$ cat src/ttp_pkg.sv
// ----------------------------------------------------------------------------
// ttp_pkg
// Types, codes and string tables shared by the text to page-command encoder.
// ----------------------------------------------------------------------------
`timescale 1ns / 1ps

package ttp_pkg;

  // Field and register widths
  localparam int OpW     = 2;
  localparam int ByteW   = 8;
  localparam int TabW    = 6;
  localparam int ColW    = 16;
  localparam int LineW   = 16;
  localparam int AddrW   = 4;
  localparam int DataW   = 32;
  localparam int MAX_TAB = 32;
  localparam int RemW    = $clog2(MAX_TAB);
  localparam int IdxW    = $clog2(MAX_TAB);

  // Opcodes of an input request
  localparam logic [OpW-1:0] OP_DATA  = 2'd0;
  localparam logic [OpW-1:0] OP_START = 2'd1;
  localparam logic [OpW-1:0] OP_END   = 2'd2;
  localparam logic [OpW-1:0] OP_NONE  = 2'd3;

  // Register indexes (word address bits)
  localparam logic [1:0] REG_TAB_WIDTH  = 2'd0;
  localparam logic [1:0] REG_LINE_WIDTH = 2'd1;
  localparam logic [1:0] REG_PAGE_LINES = 2'd2;

  // Register reset values
  localparam logic [TabW-1:0]  TAB_WIDTH_RST  = 6'd8;
  localparam logic [ColW-1:0]  LINE_WIDTH_RST = 16'd10000;
  localparam logic [LineW-1:0] PAGE_LINES_RST = 16'd10000;
  localparam logic [LineW-1:0] LINE_ONE       = 16'd1;

  // Character codes
  localparam logic [ByteW-1:0] CH_TAB    = 8'h09;
  localparam logic [ByteW-1:0] CH_NL     = 8'h0A;
  localparam logic [ByteW-1:0] CH_FF     = 8'h0C;
  localparam logic [ByteW-1:0] CH_CR     = 8'h0D;
  localparam logic [ByteW-1:0] CH_SPACE  = 8'h20;
  localparam logic [ByteW-1:0] CH_LPAREN = 8'h28;
  localparam logic [ByteW-1:0] CH_RPAREN = 8'h29;
  localparam logic [ByteW-1:0] CH_ZERO   = 8'h30;
  localparam logic [ByteW-1:0] CH_QMARK  = 8'h3F;
  localparam logic [ByteW-1:0] CH_BSLASH = 8'h5C;
  localparam logic [ByteW-1:0] CH_LOW_N  = 8'h6E;
  localparam logic [ByteW-1:0] CH_LOW_P  = 8'h70;
  localparam logic [ByteW-1:0] CH_LOW_R  = 8'h72;
  localparam logic [ByteW-1:0] CH_TILDE  = 8'h7E;

  // Output segments; also the controller states
  typedef enum logic [3:0] {
    SEG_IDLE,
    SEG_DIV,
    SEG_OPEN,
    SEG_EOF,
    SEG_NLHEAD,
    SEG_PAGE,
    SEG_NLOPEN,
    SEG_CR,
    SEG_FF,
    SEG_ESC,
    SEG_TAB
  } seg_e;

  // Class of an incoming request
  typedef enum logic [2:0] {
    KIND_DROP,
    KIND_OPEN,
    KIND_EOF,
    KIND_TAB,
    KIND_NL,
    KIND_CR,
    KIND_FF,
    KIND_CHAR
  } kind_e;

  typedef struct packed {
    logic [TabW-1:0]  tab_width;
    logic [ColW-1:0]  line_width_limit;
    logic [LineW-1:0] page_line_limit;
  } cfg_t;

  // Controller to datapath
  typedef struct packed {
    seg_e seg;
    logic accept;
    logic div_start;
    logic emit;
    logic last;
    logic seg_end;
    logic col_clear;
    logic col_inc;
    logic col_tab;
    logic line_reset;
    logic line_adv;
  } cmd_t;

  // Datapath to controller
  typedef struct packed {
    kind_e kind;
    logic  wrap;
    logic  page;
    logic  seg_last;
    logic  out_free;
    logic  div_busy;
  } sts_t;

  // Index of the final byte of a fixed string segment
  function automatic logic [2:0] str_last(seg_e seg);
    logic [2:0] r;
    unique case (seg)
      SEG_EOF:    r = 3'd6;
      SEG_NLHEAD: r = 3'd3;
      SEG_PAGE:   r = 3'd1;
      SEG_CR:     r = 3'd4;
      SEG_FF:     r = 3'd6;
      default:    r = 3'd0;
    endcase
    return r;
  endfunction

  // Byte of a fixed string segment at a given position
  function automatic logic [ByteW-1:0] str_byte(seg_e seg, logic [2:0] idx);
    logic [ByteW-1:0] b;
    b = CH_LPAREN;
    unique case (seg)
      SEG_EOF: begin
        case (idx)
          3'd0:    b = CH_RPAREN;
          3'd1:    b = CH_SPACE;
          3'd2:    b = CH_LOW_N;
          3'd3:    b = CH_SPACE;
          3'd4:    b = CH_LOW_P;
          3'd5:    b = CH_NL;
          default: b = CH_FF;
        endcase
      end
      SEG_NLHEAD: begin
        case (idx)
          3'd0:    b = CH_RPAREN;
          3'd1:    b = CH_SPACE;
          3'd2:    b = CH_LOW_N;
          default: b = CH_NL;
        endcase
      end
      SEG_PAGE: begin
        b = (idx == 3'd0) ? CH_LOW_P : CH_NL;
      end
      SEG_CR: begin
        case (idx)
          3'd0:    b = CH_RPAREN;
          3'd1:    b = CH_SPACE;
          3'd2:    b = CH_LOW_R;
          3'd3:    b = CH_NL;
          default: b = CH_LPAREN;
        endcase
      end
      SEG_FF: begin
        case (idx)
          3'd0:    b = CH_RPAREN;
          3'd1:    b = CH_SPACE;
          3'd2:    b = CH_LOW_N;
          3'd3:    b = CH_SPACE;
          3'd4:    b = CH_LOW_P;
          3'd5:    b = CH_NL;
          default: b = CH_LPAREN;
        endcase
      end
      default: b = CH_LPAREN;
    endcase
    return b;
  endfunction

endpackage

$ cat src/ttp_in_if.sv
// ----------------------------------------------------------------------------
// ttp_in_if
// Input request channel: opcode and text byte with valid/ready.
// ----------------------------------------------------------------------------
`timescale 1ns / 1ps

interface ttp_in_if;
  logic                       valid;
  logic                       ready;
  logic [ttp_pkg::OpW-1:0]    opcode;
  logic [ttp_pkg::ByteW-1:0]  in_byte;

  modport source (output valid, output opcode, output in_byte, input ready);
  modport sink   (input valid, input opcode, input in_byte, output ready);
endinterface

$ cat src/ttp_out_if.sv
// ----------------------------------------------------------------------------
// ttp_out_if
// Output request channel: command byte and end-of-run flag with valid/ready.
// ----------------------------------------------------------------------------
`timescale 1ns / 1ps

interface ttp_out_if;
  logic                       valid;
  logic                       ready;
  logic [ttp_pkg::ByteW-1:0]  out_byte;
  logic                       last_of_run;

  modport source (output valid, output out_byte, output last_of_run, input ready);
  modport sink   (input valid, input out_byte, input last_of_run, output ready);
endinterface

$ cat src/text_to_page_command_encoder_core.sv
// ----------------------------------------------------------------------------
// text_to_page_command_encoder_core
// Text byte stream to page-description command bytes, with APB configuration.
// ----------------------------------------------------------------------------
// An accepted request passes through the sequencer and then emits one command
// byte per cycle while the output channel is ready. A tab first waits on the
// bit-serial remainder unit, which takes one column bit per cycle, and then
// emits 1 to 32 spaces. The next request is taken once the last byte of the
// current one sits in the output register, even if it is not yet taken.
// There is no clearing pass after reset.
`timescale 1ns / 1ps

module text_to_page_command_encoder_core (
  input  logic                        clk_i,
  input  logic                        rst_ni,
  input  logic                        psel,
  input  logic                        penable,
  input  logic                        pwrite,
  input  logic [ttp_pkg::AddrW-1:0]   paddr,
  input  logic [ttp_pkg::DataW-1:0]   pwdata,
  output logic [ttp_pkg::DataW-1:0]   prdata,
  output logic                        pready,
  ttp_in_if.sink                      in_chan,
  ttp_out_if.source                   out_chan
);

  ttp_pkg::cfg_t cfg;
  ttp_pkg::cmd_t cmd;
  ttp_pkg::sts_t sts;
  logic          in_ready;

  ttp_regs u_regs (
    .clk_i   (clk_i),
    .rst_ni  (rst_ni),
    .psel    (psel),
    .penable (penable),
    .pwrite  (pwrite),
    .paddr   (paddr),
    .pwdata  (pwdata),
    .prdata  (prdata),
    .pready  (pready),
    .cfg_o   (cfg)
  );

  ttp_ctrl u_ctrl (
    .clk_i      (clk_i),
    .rst_ni     (rst_ni),
    .in_valid_i (in_chan.valid),
    .in_ready_o (in_ready),
    .sts_i      (sts),
    .cmd_o      (cmd)
  );

  ttp_datapath u_dp (
    .clk_i       (clk_i),
    .rst_ni      (rst_ni),
    .cmd_i       (cmd),
    .sts_o       (sts),
    .cfg_i       (cfg),
    .in_opcode_i (in_chan.opcode),
    .in_byte_i   (in_chan.in_byte),
    .out_ready_i (out_chan.ready),
    .out_valid_o (out_chan.valid),
    .out_byte_o  (out_chan.out_byte),
    .out_last_o  (out_chan.last_of_run)
  );

  assign in_chan.ready = in_ready;

endmodule

$ cat src/ttp_regs.sv
// ----------------------------------------------------------------------------
// ttp_regs
// APB configuration registers: tab width, line width limit, page line limit.
// ----------------------------------------------------------------------------
`timescale 1ns / 1ps

module ttp_regs (
  input  logic                        clk_i,
  input  logic                        rst_ni,
  input  logic                        psel,
  input  logic                        penable,
  input  logic                        pwrite,
  input  logic [ttp_pkg::AddrW-1:0]   paddr,
  input  logic [ttp_pkg::DataW-1:0]   pwdata,
  output logic [ttp_pkg::DataW-1:0]   prdata,
  output logic                        pready,
  output ttp_pkg::cfg_t               cfg_o
);

  ttp_pkg::cfg_t cfg_q;
  logic          wr_en;

  assign pready = 1'b1;
  assign wr_en  = psel && penable && pwrite;
  assign cfg_o  = cfg_q;

  // Write the addressed register in the access cycle
  always_ff @(posedge clk_i or negedge rst_ni) begin
    if (!rst_ni) begin
      cfg_q.tab_width        <= ttp_pkg::TAB_WIDTH_RST;
      cfg_q.line_width_limit <= ttp_pkg::LINE_WIDTH_RST;
      cfg_q.page_line_limit  <= ttp_pkg::PAGE_LINES_RST;
    end else if (wr_en) begin
      unique case (paddr[3:2])
        ttp_pkg::REG_TAB_WIDTH:  cfg_q.tab_width        <= pwdata[ttp_pkg::TabW-1:0];
        ttp_pkg::REG_LINE_WIDTH: cfg_q.line_width_limit <= pwdata[ttp_pkg::ColW-1:0];
        ttp_pkg::REG_PAGE_LINES: cfg_q.page_line_limit  <= pwdata[ttp_pkg::LineW-1:0];
        default: ;
      endcase
    end
  end

  // Read back the addressed register
  always_comb begin
    unique case (paddr[3:2])
      ttp_pkg::REG_TAB_WIDTH:
        prdata = {{(ttp_pkg::DataW-ttp_pkg::TabW){1'b0}}, cfg_q.tab_width};
      ttp_pkg::REG_LINE_WIDTH:
        prdata = {{(ttp_pkg::DataW-ttp_pkg::ColW){1'b0}}, cfg_q.line_width_limit};
      ttp_pkg::REG_PAGE_LINES:
        prdata = {{(ttp_pkg::DataW-ttp_pkg::LineW){1'b0}}, cfg_q.page_line_limit};
      default:
        prdata = '0;
    endcase
  end

endmodule

$ cat src/ttp_rem.sv
// ----------------------------------------------------------------------------
// ttp_rem
// Bit-serial remainder of the column by the tab width, one bit per cycle.
// ----------------------------------------------------------------------------
`timescale 1ns / 1ps

module ttp_rem (
  input  logic                        clk_i,
  input  logic                        rst_ni,
  input  logic                        start_i,
  input  logic [ttp_pkg::ColW-1:0]    dividend_i,
  input  logic [ttp_pkg::TabW-1:0]    divisor_i,
  output logic                        busy_o,
  output logic [ttp_pkg::RemW-1:0]    rem_o
);

  localparam int CntW = $clog2(ttp_pkg::ColW);

  logic                      busy_q;
  logic [CntW-1:0]           cnt_q;
  logic [ttp_pkg::ColW-1:0]  sh_q;
  logic [ttp_pkg::RemW-1:0]  rem_q;
  logic [ttp_pkg::RemW:0]    trial;
  logic [ttp_pkg::RemW:0]    rem_d;

  // Shift in the next dividend bit and subtract the divisor when it fits
  always_comb begin
    trial = {rem_q, sh_q[ttp_pkg::ColW-1]};
    if (trial >= divisor_i) begin
      rem_d = trial - divisor_i;
    end else begin
      rem_d = trial;
    end
  end

  // Control: busy for one cycle per dividend bit
  always_ff @(posedge clk_i or negedge rst_ni) begin
    if (!rst_ni) begin
      busy_q <= 1'b0;
      cnt_q  <= '0;
    end else if (start_i) begin
      busy_q <= 1'b1;
      cnt_q  <= '0;
    end else if (busy_q) begin
      cnt_q <= cnt_q + 1'b1;
      if (cnt_q == CntW'(ttp_pkg::ColW - 1)) begin
        busy_q <= 1'b0;
      end
    end
  end

  // Datapath: partial remainder and dividend shifter
  always_ff @(posedge clk_i) begin
    if (start_i) begin
      sh_q  <= dividend_i;
      rem_q <= '0;
    end else if (busy_q) begin
      sh_q  <= {sh_q[ttp_pkg::ColW-2:0], 1'b0};
      rem_q <= rem_d[ttp_pkg::RemW-1:0];
    end
  end

  assign busy_o = busy_q;
  assign rem_o  = rem_q;

endmodule

$ cat src/ttp_datapath.sv
// ----------------------------------------------------------------------------
// ttp_datapath
// Column and line counters, request decode, byte selection and output register.
// ----------------------------------------------------------------------------
`timescale 1ns / 1ps

module ttp_datapath (
  input  logic                        clk_i,
  input  logic                        rst_ni,
  input  ttp_pkg::cmd_t               cmd_i,
  output ttp_pkg::sts_t               sts_o,
  input  ttp_pkg::cfg_t               cfg_i,
  input  logic [ttp_pkg::OpW-1:0]     in_opcode_i,
  input  logic [ttp_pkg::ByteW-1:0]   in_byte_i,
  input  logic                        out_ready_i,
  output logic                        out_valid_o,
  output logic [ttp_pkg::ByteW-1:0]   out_byte_o,
  output logic                        out_last_o
);

  logic [ttp_pkg::ColW-1:0]   column_q;
  logic [ttp_pkg::LineW-1:0]  line_q;
  logic [ttp_pkg::ByteW-1:0]  ch_q;
  logic [ttp_pkg::IdxW-1:0]   idx_q;
  logic                       out_valid_q;
  logic [ttp_pkg::ByteW-1:0]  out_byte_q;
  logic                       out_last_q;

  ttp_pkg::kind_e             kind;
  logic [ttp_pkg::ByteW-1:0]  map_ch;
  logic [ttp_pkg::TabW-1:0]   t_eff;
  logic [ttp_pkg::RemW-1:0]   rem;
  logic                       div_busy;
  logic [ttp_pkg::TabW-1:0]   n_spaces;
  logic [ttp_pkg::ColW:0]     tab_stop;
  logic [ttp_pkg::LineW:0]    line_next;
  logic                       page;
  logic                       is_oct;
  logic                       is_esc;
  logic                       esc_last;
  logic [ttp_pkg::ByteW-1:0]  esc_byte;
  logic                       seg_last;
  logic [ttp_pkg::ByteW-1:0]  byte_sel;

  // Classify the incoming request and map stray control bytes
  always_comb begin
    map_ch = in_byte_i;
    kind   = ttp_pkg::KIND_DROP;
    unique case (in_opcode_i)
      ttp_pkg::OP_START: kind = ttp_pkg::KIND_OPEN;
      ttp_pkg::OP_END:   kind = ttp_pkg::KIND_EOF;
      ttp_pkg::OP_DATA: begin
        unique case (in_byte_i)
          ttp_pkg::CH_TAB: kind = ttp_pkg::KIND_TAB;
          ttp_pkg::CH_NL:  kind = ttp_pkg::KIND_NL;
          ttp_pkg::CH_CR:  kind = ttp_pkg::KIND_CR;
          ttp_pkg::CH_FF:  kind = ttp_pkg::KIND_FF;
          default: begin
            kind = ttp_pkg::KIND_CHAR;
            if (in_byte_i < ttp_pkg::CH_SPACE) begin
              map_ch = ttp_pkg::CH_QMARK;
            end
          end
        endcase
      end
      default: kind = ttp_pkg::KIND_DROP;
    endcase
  end

  // Clamp the tab width into one to the maximum tab stop
  always_comb begin
    if (cfg_i.tab_width == '0) begin
      t_eff = ttp_pkg::TabW'(1);
    end else if (cfg_i.tab_width > ttp_pkg::TabW'(ttp_pkg::MAX_TAB)) begin
      t_eff = ttp_pkg::TabW'(ttp_pkg::MAX_TAB);
    end else begin
      t_eff = cfg_i.tab_width;
    end
  end

  ttp_rem u_rem (
    .clk_i      (clk_i),
    .rst_ni     (rst_ni),
    .start_i    (cmd_i.div_start),
    .dividend_i (column_q),
    .divisor_i  (t_eff),
    .busy_o     (div_busy),
    .rem_o      (rem)
  );

  // Tab stop and line advance arithmetic
  assign n_spaces  = t_eff - {1'b0, rem};
  assign tab_stop  = {1'b0, column_q} + {{(ttp_pkg::ColW+1-ttp_pkg::TabW){1'b0}}, n_spaces};
  assign line_next = {1'b0, line_q} + 1'b1;
  assign page      = line_next > {1'b0, cfg_i.page_line_limit};

  // Escaped character bytes
  assign is_oct = ch_q > ttp_pkg::CH_TILDE;
  assign is_esc = (ch_q == ttp_pkg::CH_LPAREN) || (ch_q == ttp_pkg::CH_RPAREN) ||
                  (ch_q == ttp_pkg::CH_BSLASH);

  always_comb begin
    esc_byte = ch_q;
    if (is_oct) begin
      esc_last = (idx_q == ttp_pkg::IdxW'(3));
      case (idx_q[1:0])
        2'd0:    esc_byte = ttp_pkg::CH_BSLASH;
        2'd1:    esc_byte = ttp_pkg::CH_ZERO | {6'd0, ch_q[7:6]};
        2'd2:    esc_byte = ttp_pkg::CH_ZERO | {5'd0, ch_q[5:3]};
        default: esc_byte = ttp_pkg::CH_ZERO | {5'd0, ch_q[2:0]};
      endcase
    end else if (is_esc) begin
      esc_last = (idx_q == ttp_pkg::IdxW'(1));
      esc_byte = (idx_q == '0) ? ttp_pkg::CH_BSLASH : ch_q;
    end else begin
      esc_last = (idx_q == '0);
    end
  end

  // Select the byte and the end of the current segment
  always_comb begin
    unique case (cmd_i.seg)
      ttp_pkg::SEG_ESC: begin
        byte_sel = esc_byte;
        seg_last = esc_last;
      end
      ttp_pkg::SEG_TAB: begin
        byte_sel = ttp_pkg::CH_SPACE;
        seg_last = ({1'b0, idx_q} == (n_spaces - 1'b1));
      end
      default: begin
        byte_sel = ttp_pkg::str_byte(cmd_i.seg, idx_q[2:0]);
        seg_last = (idx_q == {{(ttp_pkg::IdxW-3){1'b0}}, ttp_pkg::str_last(cmd_i.seg)});
      end
    endcase
  end

  // Counters and segment position
  always_ff @(posedge clk_i or negedge rst_ni) begin
    if (!rst_ni) begin
      column_q <= '0;
      line_q   <= ttp_pkg::LINE_ONE;
      idx_q    <= '0;
    end else begin
      if (cmd_i.emit) begin
        idx_q <= cmd_i.seg_end ? '0 : idx_q + 1'b1;
      end
      if (cmd_i.col_clear) begin
        column_q <= '0;
      end else if (cmd_i.col_inc) begin
        if (column_q != '1) begin
          column_q <= column_q + 1'b1;
        end
      end else if (cmd_i.col_tab) begin
        column_q <= tab_stop[ttp_pkg::ColW] ? '1 : tab_stop[ttp_pkg::ColW-1:0];
      end
      if (cmd_i.line_reset) begin
        line_q <= ttp_pkg::LINE_ONE;
      end else if (cmd_i.line_adv) begin
        line_q <= page ? ttp_pkg::LINE_ONE : line_next[ttp_pkg::LineW-1:0];
      end
    end
  end

  // Hold the character of the accepted request
  always_ff @(posedge clk_i) begin
    if (cmd_i.accept) begin
      ch_q <= map_ch;
    end
  end

  // Output register: load on emit, drop when taken
  always_ff @(posedge clk_i or negedge rst_ni) begin
    if (!rst_ni) begin
      out_valid_q <= 1'b0;
    end else if (cmd_i.emit) begin
      out_valid_q <= 1'b1;
    end else if (out_ready_i) begin
      out_valid_q <= 1'b0;
    end
  end

  always_ff @(posedge clk_i) begin
    if (cmd_i.emit) begin
      out_byte_q <= byte_sel;
      out_last_q <= cmd_i.last;
    end
  end

  assign out_valid_o = out_valid_q;
  assign out_byte_o  = out_byte_q;
  assign out_last_o  = out_last_q;

  assign sts_o.kind     = kind;
  assign sts_o.wrap     = column_q >= cfg_i.line_width_limit;
  assign sts_o.page     = page;
  assign sts_o.seg_last = seg_last;
  assign sts_o.out_free = !out_valid_q || out_ready_i;
  assign sts_o.div_busy = div_busy;

endmodule

$ cat src/ttp_ctrl.sv
// ----------------------------------------------------------------------------
// ttp_ctrl
// Sequencer: walks the output segments of one request and issues counter updates.
// ----------------------------------------------------------------------------
`timescale 1ns / 1ps

module ttp_ctrl (
  input  logic           clk_i,
  input  logic           rst_ni,
  input  logic           in_valid_i,
  output logic           in_ready_o,
  input  ttp_pkg::sts_t  sts_i,
  output ttp_pkg::cmd_t  cmd_o
);

  ttp_pkg::seg_e state_q, state_d;
  logic          pend_q, pend_d;

  // State register and pending-character flag for a wrapped byte
  always_ff @(posedge clk_i or negedge rst_ni) begin
    if (!rst_ni) begin
      state_q <= ttp_pkg::SEG_IDLE;
      pend_q  <= 1'b0;
    end else begin
      state_q <= state_d;
      pend_q  <= pend_d;
    end
  end

  // Next state and commands
  always_comb begin
    state_d    = state_q;
    pend_d     = pend_q;
    in_ready_o = 1'b0;
    cmd_o      = '0;
    cmd_o.seg  = state_q;

    unique case (state_q)
      ttp_pkg::SEG_IDLE: begin
        in_ready_o = 1'b1;
        if (in_valid_i) begin
          cmd_o.accept = 1'b1;
          unique case (sts_i.kind)
            ttp_pkg::KIND_OPEN: state_d = ttp_pkg::SEG_OPEN;
            ttp_pkg::KIND_EOF:  state_d = ttp_pkg::SEG_EOF;
            ttp_pkg::KIND_TAB: begin
              cmd_o.div_start = 1'b1;
              state_d         = ttp_pkg::SEG_DIV;
            end
            ttp_pkg::KIND_NL: begin
              pend_d  = 1'b0;
              state_d = ttp_pkg::SEG_NLHEAD;
            end
            ttp_pkg::KIND_CR:   state_d = ttp_pkg::SEG_CR;
            ttp_pkg::KIND_FF:   state_d = ttp_pkg::SEG_FF;
            ttp_pkg::KIND_CHAR: begin
              pend_d  = sts_i.wrap;
              state_d = sts_i.wrap ? ttp_pkg::SEG_NLHEAD : ttp_pkg::SEG_ESC;
            end
            default: state_d = ttp_pkg::SEG_IDLE;
          endcase
        end
      end

      ttp_pkg::SEG_DIV: begin
        if (!sts_i.div_busy) begin
          state_d = ttp_pkg::SEG_TAB;
        end
      end

      default: begin
        if (sts_i.out_free) begin
          cmd_o.emit    = 1'b1;
          cmd_o.seg_end = sts_i.seg_last;
          case (state_q) inside
            ttp_pkg::SEG_NLHEAD, ttp_pkg::SEG_PAGE: cmd_o.last = 1'b0;
            ttp_pkg::SEG_NLOPEN: cmd_o.last = sts_i.seg_last && !pend_q;
            default:             cmd_o.last = sts_i.seg_last;
          endcase
          if (sts_i.seg_last) begin
            case (state_q)
              ttp_pkg::SEG_OPEN: begin
                cmd_o.col_clear  = 1'b1;
                cmd_o.line_reset = 1'b1;
                state_d          = ttp_pkg::SEG_IDLE;
              end
              ttp_pkg::SEG_NLHEAD: begin
                cmd_o.col_clear = 1'b1;
                cmd_o.line_adv  = 1'b1;
                state_d = sts_i.page ? ttp_pkg::SEG_PAGE : ttp_pkg::SEG_NLOPEN;
              end
              ttp_pkg::SEG_PAGE: state_d = ttp_pkg::SEG_NLOPEN;
              ttp_pkg::SEG_NLOPEN: begin
                state_d = pend_q ? ttp_pkg::SEG_ESC : ttp_pkg::SEG_IDLE;
              end
              ttp_pkg::SEG_CR: begin
                cmd_o.col_clear = 1'b1;
                state_d         = ttp_pkg::SEG_IDLE;
              end
              ttp_pkg::SEG_FF: begin
                cmd_o.col_clear  = 1'b1;
                cmd_o.line_reset = 1'b1;
                state_d          = ttp_pkg::SEG_IDLE;
              end
              ttp_pkg::SEG_ESC: begin
                cmd_o.col_inc = 1'b1;
                state_d       = ttp_pkg::SEG_IDLE;
              end
              ttp_pkg::SEG_TAB: begin
                cmd_o.col_tab = 1'b1;
                state_d       = ttp_pkg::SEG_IDLE;
              end
              default: state_d = ttp_pkg::SEG_IDLE;
            endcase
          end
        end
      end
    endcase
  end

endmodule

$ cat src/flat_wrapper.sv
// flat-port wrapper written by rule: the top's interface ports become plain ports
module text_to_page_command_encoder_core_flat 
  (clk_i, rst_ni, psel, penable, pwrite, paddr, pwdata, prdata, pready, in_chan_valid, in_chan_opcode, in_chan_in_byte, in_chan_ready, out_chan_valid, out_chan_out_byte, out_chan_last_of_run, out_chan_ready);
  ttp_in_if in_chan_i ();
  ttp_out_if out_chan_i ();
  input  logic clk_i;
  input  logic rst_ni;
  input  logic psel;
  input  logic penable;
  input  logic pwrite;
  input  logic [ttp_pkg::AddrW-1:0] paddr;
  input  logic [ttp_pkg::DataW-1:0] pwdata;
  output logic [ttp_pkg::DataW-1:0] prdata;
  output logic pready;
  input wire logic [$bits(in_chan_i.valid)-1:0] in_chan_valid;
  input wire logic [$bits(in_chan_i.opcode)-1:0] in_chan_opcode;
  input wire logic [$bits(in_chan_i.in_byte)-1:0] in_chan_in_byte;
  output wire logic [$bits(in_chan_i.ready)-1:0] in_chan_ready;
  output wire logic [$bits(out_chan_i.valid)-1:0] out_chan_valid;
  output wire logic [$bits(out_chan_i.out_byte)-1:0] out_chan_out_byte;
  output wire logic [$bits(out_chan_i.last_of_run)-1:0] out_chan_last_of_run;
  input wire logic [$bits(out_chan_i.ready)-1:0] out_chan_ready;
  assign in_chan_i.valid = in_chan_valid;
  assign in_chan_i.opcode = in_chan_opcode;
  assign in_chan_i.in_byte = in_chan_in_byte;
  assign in_chan_ready = in_chan_i.ready;
  assign out_chan_valid = out_chan_i.valid;
  assign out_chan_out_byte = out_chan_i.out_byte;
  assign out_chan_last_of_run = out_chan_i.last_of_run;
  assign out_chan_i.ready = out_chan_ready;
  text_to_page_command_encoder_core u_core (.clk_i(clk_i), .rst_ni(rst_ni), .psel(psel), .penable(penable), .pwrite(pwrite), .paddr(paddr), .pwdata(pwdata), .prdata(prdata), .pready(pready), .in_chan(in_chan_i), .out_chan(out_chan_i));
endmodule
$ cat config.mk
export PLATFORM = sky130hd
export DESIGN_NAME = text_to_page_command_encoder_core_flat
export DESIGN_NICKNAME = d
export VERILOG_FILES = /design/src/ttp_pkg.sv /design/src/ttp_in_if.sv /design/src/ttp_out_if.sv /design/src/text_to_page_command_encoder_core.sv /design/src/ttp_regs.sv /design/src/ttp_rem.sv /design/src/ttp_datapath.sv /design/src/ttp_ctrl.sv /design/src/flat_wrapper.sv
export SDC_FILE = /design/constraint.sdc
export NUM_CORES = 1
export LEC_CHECK = 0
export ABC_AREA = 1
export BUFFER_PORTS_ARGS = -buffer_cell sky130_fd_sc_hd__clkbuf_2
export CORE_MARGIN = 2
export CORE_UTILIZATION = 60
export CTS_CLUSTER_DIAMETER = 50
export DETAILED_ROUTE_END_ITERATION = 16
export PLACE_DENSITY = 0.81
export SYNTH_ARGS = -nofsm -noshare
export SYNTH_HDL_FRONTEND = slang
export SYNTH_SLANG_ARGS = --single-unit
$ cat constraint.sdc
create_clock -name clk_i -period 4.2 [get_ports clk_i]
set_input_delay 0.84 -clock clk_i [delete_from_list [all_inputs] [get_ports clk_i]]
set_output_delay 0.84 -clock clk_i [all_outputs]
set_load 0.01 [all_outputs]
==> flow_metrics.py, run 1 <==
metrics = {
    "routing": {
        "wl_per_cell_um": 15.5,
        "via_per_inst": 5.61,
        "drt.antenna.violating_nets": 0,
        "first_iter_violations": 591,
        "wl_um": 22900,
        "vias": 8285,
        "drc": 0,
        "detailedRoute.firstPassIterationCount": 6,
    },
    "placement": {
        "port_buffers": 61,
        "hpwl_um": 17400,
        "dpl.cell_count": 1444,
        "placed_area_mm2": 0.00943,
        "gp_congestion": 0.967,
    },
    "pwr": {
        "power_uw": 6410,
        "power.density_mw_per_mm2": 639,
        "pwr-share-comb_pct": 47.5,
        "power_leakage_uw": 0.00506,
        "power_switching_uw": 2840,
        "pwr-share-clk_pct": 22.0,
        "p_sw_share_pct": 44.3,
        "ir_worst_vdd_v": 0.000348,
        "seqPwrFrac_pct": 30.5,
        "p_int_uw": 3570,
    },
    "die": {
        "start_util_pct": 61.8,
        "die_x_um": 127,
        "row_count": 44,
        "dieArea_mm2": 0.0160,
        "die_y_um": 127,
        "io_pins": 97,
        "core_area_mm2": 0.0146,
    },
    "cells_and_area": {
        "design_area_mm2": 0.0100,
        "final_net_count": 1396,
        "multi_input_area_mm2": 0.00484,
        "drive_above_1_share_pct": 11.8,
        "instances_no_fill": 1477,
        "regArea_mm2": 0.00326,
        "syn_to_final_growth_pct": 11.2,
        "diodes": 0,
        "fill_cells": 1201,
    },
    "sta": {
        "fin_tns_setup_ns": 0,
        "slew_headroom_pct": 33.1,
        "period_needed_ns": 3.79,
        "fin_skew_ns": 0.00907,
        "tightestPinTransition_ns": 1.00,
        "fmax_ghz": 0.264,
        "hold_slack_ns": 0.485,
        "final-hold-violation-count": 0,
        "slew_viol_final": 0,
        "setup_viol": 0,
        "fin_crit_sh_pct": 90.3,
    },
    "logic_synthesis": {
        "syn_avg_cell_area_um2": 7.42,
        "synth-edff-count": 33,
        "yosysTopAreaCell": "dfrtp_1",
        "synth_warnings": 0,
        "synth_area_leaders": "dfrtp_1, nand2_1, edfxtp_1, ha_1, inv_1",
        "ys_top_cells_by_count": "nand2_1, inv_1, o21ai_0",
        "netlist_instances": 1216,
        "ys_seq_elements": 124,
        "yosysMostFrequentCell": "nand2_1",
        "synth_top_area_share_pct": 20.5,
        "async_flop_share_pct": 69.4,
        "ys_types": 54,
        "yosys_most_used_dff": "dfrtp_1",
        "ys_seq_area_share_pct": 36.1,
        "synth_area_mm2": 0.00902,
    },
    "worst_setup_path": {
        "crit_path_max_incr_delay_ns": 0.42,
        "cp.depth": 23,
        "crit_chain": "nor2_1 -> nand3_1 -> a21oi_2 -> inv_1 -> ha_1 -> fa_1 -> inv_1 -> nand3_1 -> nand3_1 -> nand2_1 -> ha_1 -> inv_1 -> nor3_1 -> nand2_1 -> nand2_1 -> nand2_1 -> nor2_1 -> nand2_1 -> nor2_1 -> xor2_1 -> nand3_1 -> nand2_1 -> o21ai_0",
        "path_delay_family": "simple AND/OR/NAND/NOR gates",
        "critPathLaunch": "u_core.u_regs.cfg_o[34]",
        "slowest_stage": "dfrtp_1",
        "cp_num_buf_inv": 3,
        "r2r_slack_ns": 0.41,
        "cp_common_cell": "nand2_1",
        "crit_end": "u_core.u_dp.column_q[13]",
        "crit_path_end_kind": "register",
        "worstReg2RegStart": "u_core.u_regs.cfg_o[34]",
        "critical_path_class": "register to register",
        "r2r-end": "u_core.u_dp.column_q[13]",
        "crit_fanout": 4,
        "required_ns": 4.50,
        "cp-start-kind": "register",
        "arrival_ns": 4.10,
        "reg2regPathDepth": 23,
    },
    "clocking": {
        "cts_tree": "done",
        "clkTransAtPathRegs_ns": 0.06,
        "cts-root-buf": "clkbuf_16",
        "h-tree-depth": 4,
        "insertion_delay_ns": 0.43,
        "clock_path_buffers": 2,
        "cts.hold.buffers_added": 0,
        "cts_buffers": 17,
        "cts_sinks": 124,
    },
    "global_route": {
        "grt_use_total_pct": 29.2,
        "grt_max_degree": 72,
        "grt_first_pass_wirelength_um": 37300,
        "antenna_found_initial": 0,
        "gr-total-overflow": 0,
        "grt_pass1_vias": 7708,
    },
    "min_path": {
        "hold_path.class": "register to register",
    },
    "run": {
        "cap_violations": 0,
    },
    "status": {
        "status": "finished clean",
    },
}
## flip-flops by register name, summed over array words and instances (netlist names)
signal and cells:
u_core.u_ctrl.state_q 4, u_core.u_dp.u_rem.rem_o 5, u_core.u_dp.out_byte_o 8, u_core.u_dp.idx_q 5, u_core.u_dp.out_last_o 1, u_core.u_dp.u_rem.cnt_q 4
u_core.u_ctrl.pend_q 1, u_core.u_dp.out_valid_o 1, u_core.u_regs.cfg_o 38, u_core.u_dp.ch_q 8, u_core.u_dp.u_rem.busy_o 1, u_core.u_dp.u_rem.sh_q 16
u_core.u_dp.column_q 16, u_core.u_dp.line_q 16
## worst min path at each step
stage                     slack [ns]               startpoint                       to  cells after the start
after floorplan                 0.45  u_core.u_regs.cfg_o[11]  u_core.u_regs.cfg_o[11]                      2
after global placement          0.47  u_core.u_regs.cfg_o[23]  u_core.u_regs.cfg_o[23]                      2
after detailed placement        0.47   u_core.u_regs.cfg_o[6]   u_core.u_regs.cfg_o[6]                      2
after CTS                       0.49  u_core.u_regs.cfg_o[27]  u_core.u_regs.cfg_o[27]                      2
after global routing            0.51  u_core.u_regs.cfg_o[22]  u_core.u_regs.cfg_o[22]                      2
final                           0.49  u_core.u_regs.cfg_o[30]  u_core.u_regs.cfg_o[30]                      2
## power by group through the flow
stage	registers [uW]	clock network, uW	logic, uW
floorplan	1890	0	2280
global placement	1950	0	2890
detailed placement	1970	0	2970
CTS	1950	1420	3000
global route	1990	1480	3460
finish	1950	1410	3050
## per-layer routing
metal,part of all wire (%),track usage (%),up-vias
li1,-,-,4093
met1,42,37.1,3832
met2,48,48.0,300
met3,6.3,5.69,60
met4,3.7,14.1,0
met5,0,0,-
## kinds of logic (layout without fill, tap and decap cells)
| family | Yosys count | in the layout | share of synthesized area, % |
|---|---|---|---|
| AOI/OAI and AO/OA | 221 | 221 | 13.9 |
| xor gates and xnor gates | 43 | 43 | 4.18 |
| adders and majority gates | 63 | 63 | 8.99 |
| buffers and inverters | 242 | 303 | 11.1 |
| DFF | 124 | 124 | 36.1 |
| other | 2 | 18 | 0.0833 |
| and+or+nand+nor | 521 | 521 | 25.6 |
## worst min-delay path, cell delays in order (launching register included)
cell and delay [ns]:
dfrtp_1 0.35, nand2_1 0.05, o21ai_0 0.05
## layout by cell type, fill, tap and decap left out, drive strengths merged, types with 2 or more instances in the layout
cell	synthesis	final
xnor2	4	4
nor2	95	95
a31oi	3	3
dfxtp	5	5
o211ai	5	5
nor3b	2	2
edfxtp	33	33
nor4	5	5
o31ai	2	2
clkinv	3	12
dfstp	12	12
inv	199	203
nand2	286	286
nand3	79	79
xor2	39	39
o311ai	2	2
buf	25	9
a21o	2	2
clkbuf	15	77
or2	3	3
a21oi	47	47
dfrtp	74	74
conb	2	18
o21ai	129	129
nor3	21	21
nand4	21	21
nand3b	5	5
o22ai	19	19
o21a	4	4
fa	3	3
o221ai	5	5
ha	60	60
and3	2	2
## final cells by class
type | instances | share of cell area (%)
clock inverters | 15 | 1.40
repair buffers | 69 | 3.79
flip-flops and latches | 124 | 32.5
well taps | 184 | 2.30
clock buffers | 17 | 4.24
multi-input cells | 866 | 48.2
inverters | 202 | 7.56
## stage by stage
stage	worst slack (ns)	util (%)
after floorplan	0.877	-
after global placement	0.460	64.6
after detailed placement	0.355	64.6
after CTS	0.309	68.5
after global routing	-0.0134	68.7
final	0.408	68.7
## what timing repair did
action                                  in CTS  in global routing
endpoints found under the setup margin       0                 19
gates resized for setup                      0                  3
setup buffers                                0                  1
(Power assumes the default switching activity.)
==> inputs of run 2 (changes only) <==
--- a/config.mk
+++ b/config.mk
@@ -12,6 +12,7 @@
 export CTS_CLUSTER_DIAMETER = 50
 export DETAILED_ROUTE_END_ITERATION = 16
 export PLACE_DENSITY = 0.81
+export REMOVE_ABC_BUFFERS = 1
 export SYNTH_ARGS = -nofsm -noshare
 export SYNTH_HDL_FRONTEND = slang
 export SYNTH_SLANG_ARGS = --single-unit
==> flow_metrics.py, run 2 (synthesis results as in run 1) <==
metrics = {
    "global_route": {
        "grt_max_degree": 67,
        "antenna_found_initial": 0,
        "grt_pass1_vias": 7761,
        "grt_first_pass_wirelength_um": 36800,
        "gr-total-overflow": 0,
        "grt_use_total_pct": 28.5,
    },
    "clocking": {
        "cts_sinks": 124,
        "cts.hold.buffers_added": 0,
        "clkTransAtPathRegs_ns": 0.05,
        "h-tree-depth": 4,
        "cts_buffers": 17,
        "cts_tree": "done",
        "clock_path_buffers": 2,
        "insertion_delay_ns": 0.43,
        "cts-root-buf": "clkbuf_16",
    },
    "sta": {
        "setup_viol": 0,
        "final-hold-violation-count": 0,
        "fmax_ghz": 0.258,
        "slew_headroom_pct": 37.3,
        "rsz0062_at_grt": "false",
        "fin_tns_setup_ns": 0,
        "slew_viol_final": 0,
        "period_needed_ns": 3.88,
        "tightestPinTransition_ns": 0.938,
        "fin_skew_ns": 0.00947,
        "fin_crit_sh_pct": 92.4,
    },
    "routing": {
        "via_per_inst": 5.55,
        "drc": 0,
        "drt.antenna.violating_nets": 0,
        "wl_per_cell_um": 14.8,
        "vias": 8200,
        "first_iter_violations": 755,
        "detailedRoute.firstPassIterationCount": 7,
        "wl_um": 21900,
    },
    "cells_and_area": {
        "syn_to_final_growth_pct": 10.9,
        "mostFrequentLayoutCells": "nand2_1, inv_1, o21ai_0, nor2_1, nand3_1",
        "instances_no_fill": 1477,
        "final_net_count": 1396,
        "drive_above_1_share_pct": 11.2,
        "largest_reg_flops": 38,
        "fill_cells": 1194,
        "diodes": 0,
        "mostFrequentLayoutCell": "nand2_1",
    },
    "min_path": {
        "hold_path.class": "register to register",
    },
    "die": {
        "die_y_um": 127,
        "dieArea_mm2": 0.0160,
        "die_x_um": 127,
        "core_area_mm2": 0.0146,
        "io_pins": 97,
        "row_count": 44,
        "start_util_pct": 61.8,
    },
    "run": {
        "cap_violations": 0,
    },
    "status": {
        "status": "finished clean",
    },
    "worst_setup_path": {
        "arrival_ns": 4.21,
        "crit_path_end_kind": "register",
        "critical_path_class": "register to register",
        "required_ns": 4.53,
        "crit_fanout": 6,
        "cp-start-kind": "register",
    },
    "pwr": {
        "power_leakage_uw": 0.00505,
        "power.density_mw_per_mm2": 633,
        "ir_worst_vdd_v": 0.000327,
    },
    "placement": {
        "hpwl_um": 16200,
        "port_buffers": 61,
        "gp_congestion": 0.970,
        "dpl.cell_count": 1444,
    },
}
-- run 2: cell count changes in the layout (fill, tap and decap cells not counted), moves of 2 or more --
cell and delta:
inv_6 -2, clkbuf_1 +6, clkinv_4 -5, clkbuf_16 +2
-- run 2: final cells by class --
cell class,instances,area (um^2),share of cell area (%)
Tap cell,184,230,2.30
Sequential cell,124,3260,32.6
Inverter,202,758,7.58
Clock inverter,6,36.3,0.363
Timing Repair Buffer,69,380,3.80
Multi-Input combinational cell,866,4820,48.2
Clock buffer,26,512,5.12
-- run 2: final timing paths --
path                                    startpoint                       to  slack, ns  cells after the start
max in group asynchronous                   rst_ni  u_core.u_regs.cfg_o[10]       2.79                      2
max                        u_core.u_regs.cfg_o[35]  u_core.u_dp.column_q[0]       0.32                     22
max reg2reg                u_core.u_regs.cfg_o[35]  u_core.u_dp.column_q[0]       0.32                     22
min                        u_core.u_regs.cfg_o[17]  u_core.u_regs.cfg_o[17]       0.49                      2
min in group asynchronous                   rst_ni  u_core.u_dp.column_q[3]       0.53                      1
min reg2reg                u_core.u_regs.cfg_o[17]  u_core.u_regs.cfg_o[17]       0.49                      2
-- run 2: worst max-delay path, stage by stage, from the launching register on --
cell and delay (ns):
dfstp_2 0.57, nor2_1 0.05, nand3_1 0.10, nand2_1 0.06
nand2_1 0.19, inv_1 0.12, ha_1 0.21, a21oi_1 0.24
nand2_1 0.12, a21oi_2 0.19, xor2_1 0.27, ha_1 0.24
nand2_1 0.09, nor2_1 0.09, nand2_1 0.06, o211ai_1 0.13
nand3_1 0.21, nor2_2 0.29, buf_4 0.20, nor2_1 0.04
nand2_1 0.05, o21ai_0 0.08, o21ai_0 0.19
-- run 2: timing repair --
action | 4_1_cts | 5_1_grt
buffers inserted | 0 | 1
resized for setup | 0 | 2
endpoints found under the setup margin | 0 | 11
-- run 2: power by group --
part           switching (uW)  leakage [uW]  internal [uW]  total (uW)
Combinational            1940       0.00332           1090        3030
Clock                     525      0.000268            836        1360
Sequential                274       0.00146           1660        1940
-- run 2: per-layer routing --
metal	share of wire (%)	vias to the layer above	global-route usage [%]
met5	0	-	0
met4	3.7	0	13.3
met3	5.5	59	4.98
met2	47	275	47.4
met1	44	3771	36.3
li1	-	4095	-
-- run 2: stage by stage --
| step | setup slack (ns) | power [uW] | util (%) | cell area, um^2 | hold WS [ns] |
|---|---|---|---|---|---|
| 2_1_floorplan | 0.853 | 4140 | - | 8830 | 0.453 |
| 3_3_place_gp | 0.432 | 4810 | 64.6 | 9430 | 0.465 |
| 3_5_place_dp | 0.345 | 4890 | 64.6 | 9430 | 0.473 |
| 4_1_cts | 0.326 | 6290 | 68.4 | 9980 | 0.486 |
| 5_1_grt | 0.00127 | 6870 | 68.5 | 10000 | 0.506 |
| 6_report | 0.320 | 6330 | 68.5 | 10000 | 0.486 |
==> inputs of run 3 (changes only) <==
--- a/config.mk
+++ b/config.mk
@@ -8,11 +8,14 @@
 export ABC_AREA = 1
 export BUFFER_PORTS_ARGS = -buffer_cell sky130_fd_sc_hd__clkbuf_2
 export CORE_MARGIN = 2
-export CORE_UTILIZATION = 60
+export CORE_UTILIZATION = 62
+export CTS_BUF_LIST = sky130_fd_sc_hd__clkbuf_8
 export CTS_CLUSTER_DIAMETER = 50
+export CTS_CLUSTER_SIZE = 30
 export DETAILED_ROUTE_END_ITERATION = 16
-export PLACE_DENSITY = 0.81
+export PLACE_DENSITY = 0.84
 export REMOVE_ABC_BUFFERS = 1
+export SLEW_MARGIN = 20
 export SYNTH_ARGS = -nofsm -noshare
 export SYNTH_HDL_FRONTEND = slang
 export SYNTH_SLANG_ARGS = --single-unit
==> flow_metrics.py, run 3 (synthesis results as in run 1) <==
metrics = {
    "clocking": {
        "cts.hold.buffers_added": 0,
        "h-tree-depth": 4,
        "cts-root-buf": "clkbuf_8",
        "clkTransAtPathRegs_ns": 0.08,
        "insertion_delay_ns": 0.46,
        "cts_tree": "done",
        "cts_sinks": 124,
        "cts_buffers": 17,
        "clock_path_buffers": 2,
    },
    "cells_and_area": {
        "mostFrequentLayoutCells": "nand2_1, inv_1, o21ai_0, nor2_1",
        "largest_reg_flops": 38,
        "design_area_mm2": 0.00990,
        "diodes": 0,
        "final_net_count": 1398,
        "instances_no_fill": 1479,
        "syn_to_final_growth_pct": 9.78,
        "drive_above_1_share_pct": 11.8,
        "mostFrequentLayoutCell": "nand2_1",
    },
    "die": {
        "row_count": 44,
        "start_util_pct": 62.8,
        "die_y_um": 125,
        "die_x_um": 125,
        "core_area_mm2": 0.0144,
        "dieArea_mm2": 0.0155,
        "io_pins": 97,
    },
    "sta": {
        "layout_setup_ws_ns": 0.286,
        "fin_tns_setup_ns": 0,
        "setup_viol": 0,
        "period_needed_ns": 3.91,
        "fin_crit_sh_pct": 93.2,
        "tightestPinTransition_ns": 0.987,
        "slew_headroom_pct": 34.1,
        "final-hold-violation-count": 0,
        "fin_skew_ns": 0.00999,
        "fmax_ghz": 0.255,
        "slew_viol_final": 0,
    },
    "min_path": {
        "hold-path-cell-count": 2,
        "hold_path.class": "register to register",
    },
    "global_route": {
        "antenna_found_initial": 0,
        "grt_pass1_vias": 7967,
        "grt_use_total_pct": 29.4,
        "grt_first_pass_wirelength_um": 37200,
        "grt_max_degree": 72,
        "gr-total-overflow": 0,
    },
    "pwr": {
        "power.density_mw_per_mm2": 616,
        "p_sw_share_pct": 44.8,
        "p_int_uw": 3370,
        "pwr-share-comb_pct": 50.0,
        "power_leakage_uw": 0.00502,
        "power_switching_uw": 2730,
        "seqPwrFrac_pct": 31.8,
        "pwr-share-clk_pct": 18.3,
        "ir_worst_vdd_v": 0.000267,
    },
    "worst_setup_path": {
        "r2r_slack_ns": 0.29,
        "critical_path_class": "register to register",
        "cp-start-kind": "register",
        "reg2regPathDepth": 20,
        "crit_path_end_kind": "register",
        "arrival_ns": 4.30,
        "required_ns": 4.58,
        "crit_fanout": 5,
    },
    "status": {
        "status": "finished clean",
    },
    "run": {
        "cap_violations": 0,
    },
    "routing": {
        "wl_per_cell_um": 15.2,
        "via_per_inst": 5.65,
        "vias": 8361,
        "drc": 0,
        "first_iter_violations": 831,
        "detailedRoute.firstPassIterationCount": 6,
        "wl_um": 22400,
        "drt.antenna.violating_nets": 0,
    },
    "placement": {
        "pre_cts_ws_ns": 0.288,
        "hpwl_um": 16400,
        "dpl.cell_count": 1445,
        "gp_congestion": 0.951,
        "placed_area_mm2": 0.00944,
        "port_buffers": 61,
    },
}
run 3: layout make-up:
class,instances,area [um^2]
Clock inverter,13,151
Fill cell,1200,4470
Sequential cell,124,3260
Tap cell,184,230
Inverter,202,758
Clock buffer,19,262
Timing Repair Buffer,71,395
Multi-Input combinational cell,866,4840
run 3: final timing paths:
kind                                          from                        to
setup / recovery           u_core.u_regs.cfg_o[35]   u_core.u_dp.column_q[7]
hold / removal             u_core.u_regs.cfg_o[28]   u_core.u_regs.cfg_o[28]
setup reg to reg           u_core.u_regs.cfg_o[35]   u_core.u_dp.column_q[7]
hold reg to reg            u_core.u_regs.cfg_o[28]   u_core.u_regs.cfg_o[28]
max in group asynchronous                   rst_ni     u_core.u_dp.line_q[0]
min in group asynchronous                   rst_ni  u_core.u_dp.column_q[14]
run 3: worst max-delay path, stage by stage (launching register included):
cell	delay [ns]
dfstp_2	0.58
nor2_1	0.05
nand3_1	0.10
nand2_1	0.06
nand2_1	0.21
inv_1	0.12
ha_1	0.21
a21oi_1	0.22
nand2_1	0.13
a21oi_2	0.23
xor2_2	0.12
ha_1	0.37
nand2_1	0.09
o211ai_1	0.31
nand3_2	0.17
nor2_2	0.23
buf_4	0.19
a21oi_1	0.05
nand2_1	0.06
o21ai_0	0.14
o21ai_1	0.17
run 3: power groups by stage:
stage | Clock [uW] | Combinational [uW] | Sequential, uW
6_report | 1110 | 3050 | 1940
5_1_grt | 1180 | 3460 | 1980
4_1_cts | 1120 | 2990 | 1930
3_5_place_dp | 0 | 2970 | 1950
3_3_place_gp | 0 | 2860 | 1930
2_1_floorplan | 0 | 2230 | 1900
run 3: through the flow:
step	hold slack (ns)	power, uW	utilization, %
3_5_place_dp	0.473	4910	65.7
4_1_cts	0.491	6040	68.5
6_report	0.489	6100	68.9
5_1_grt	0.509	6620	68.9
2_1_floorplan	0.453	4140	-
3_3_place_gp	0.465	4790	65.7
run 3: per-layer routing:
metal  track usage [%]  wire [um]  vias to the layer above
met1              36.7       9320                     3859
li1                  -          -                     4094
met3              5.71       1440                       71
met5                 0          0                        -
met4              13.3        732                        0
met2              49.4      10900                      337
run 3: what timing repair did:
item,CTS,global route
endpoints found under the setup margin,0,19
gates resized for setup,0,5
buffers inserted,0,2
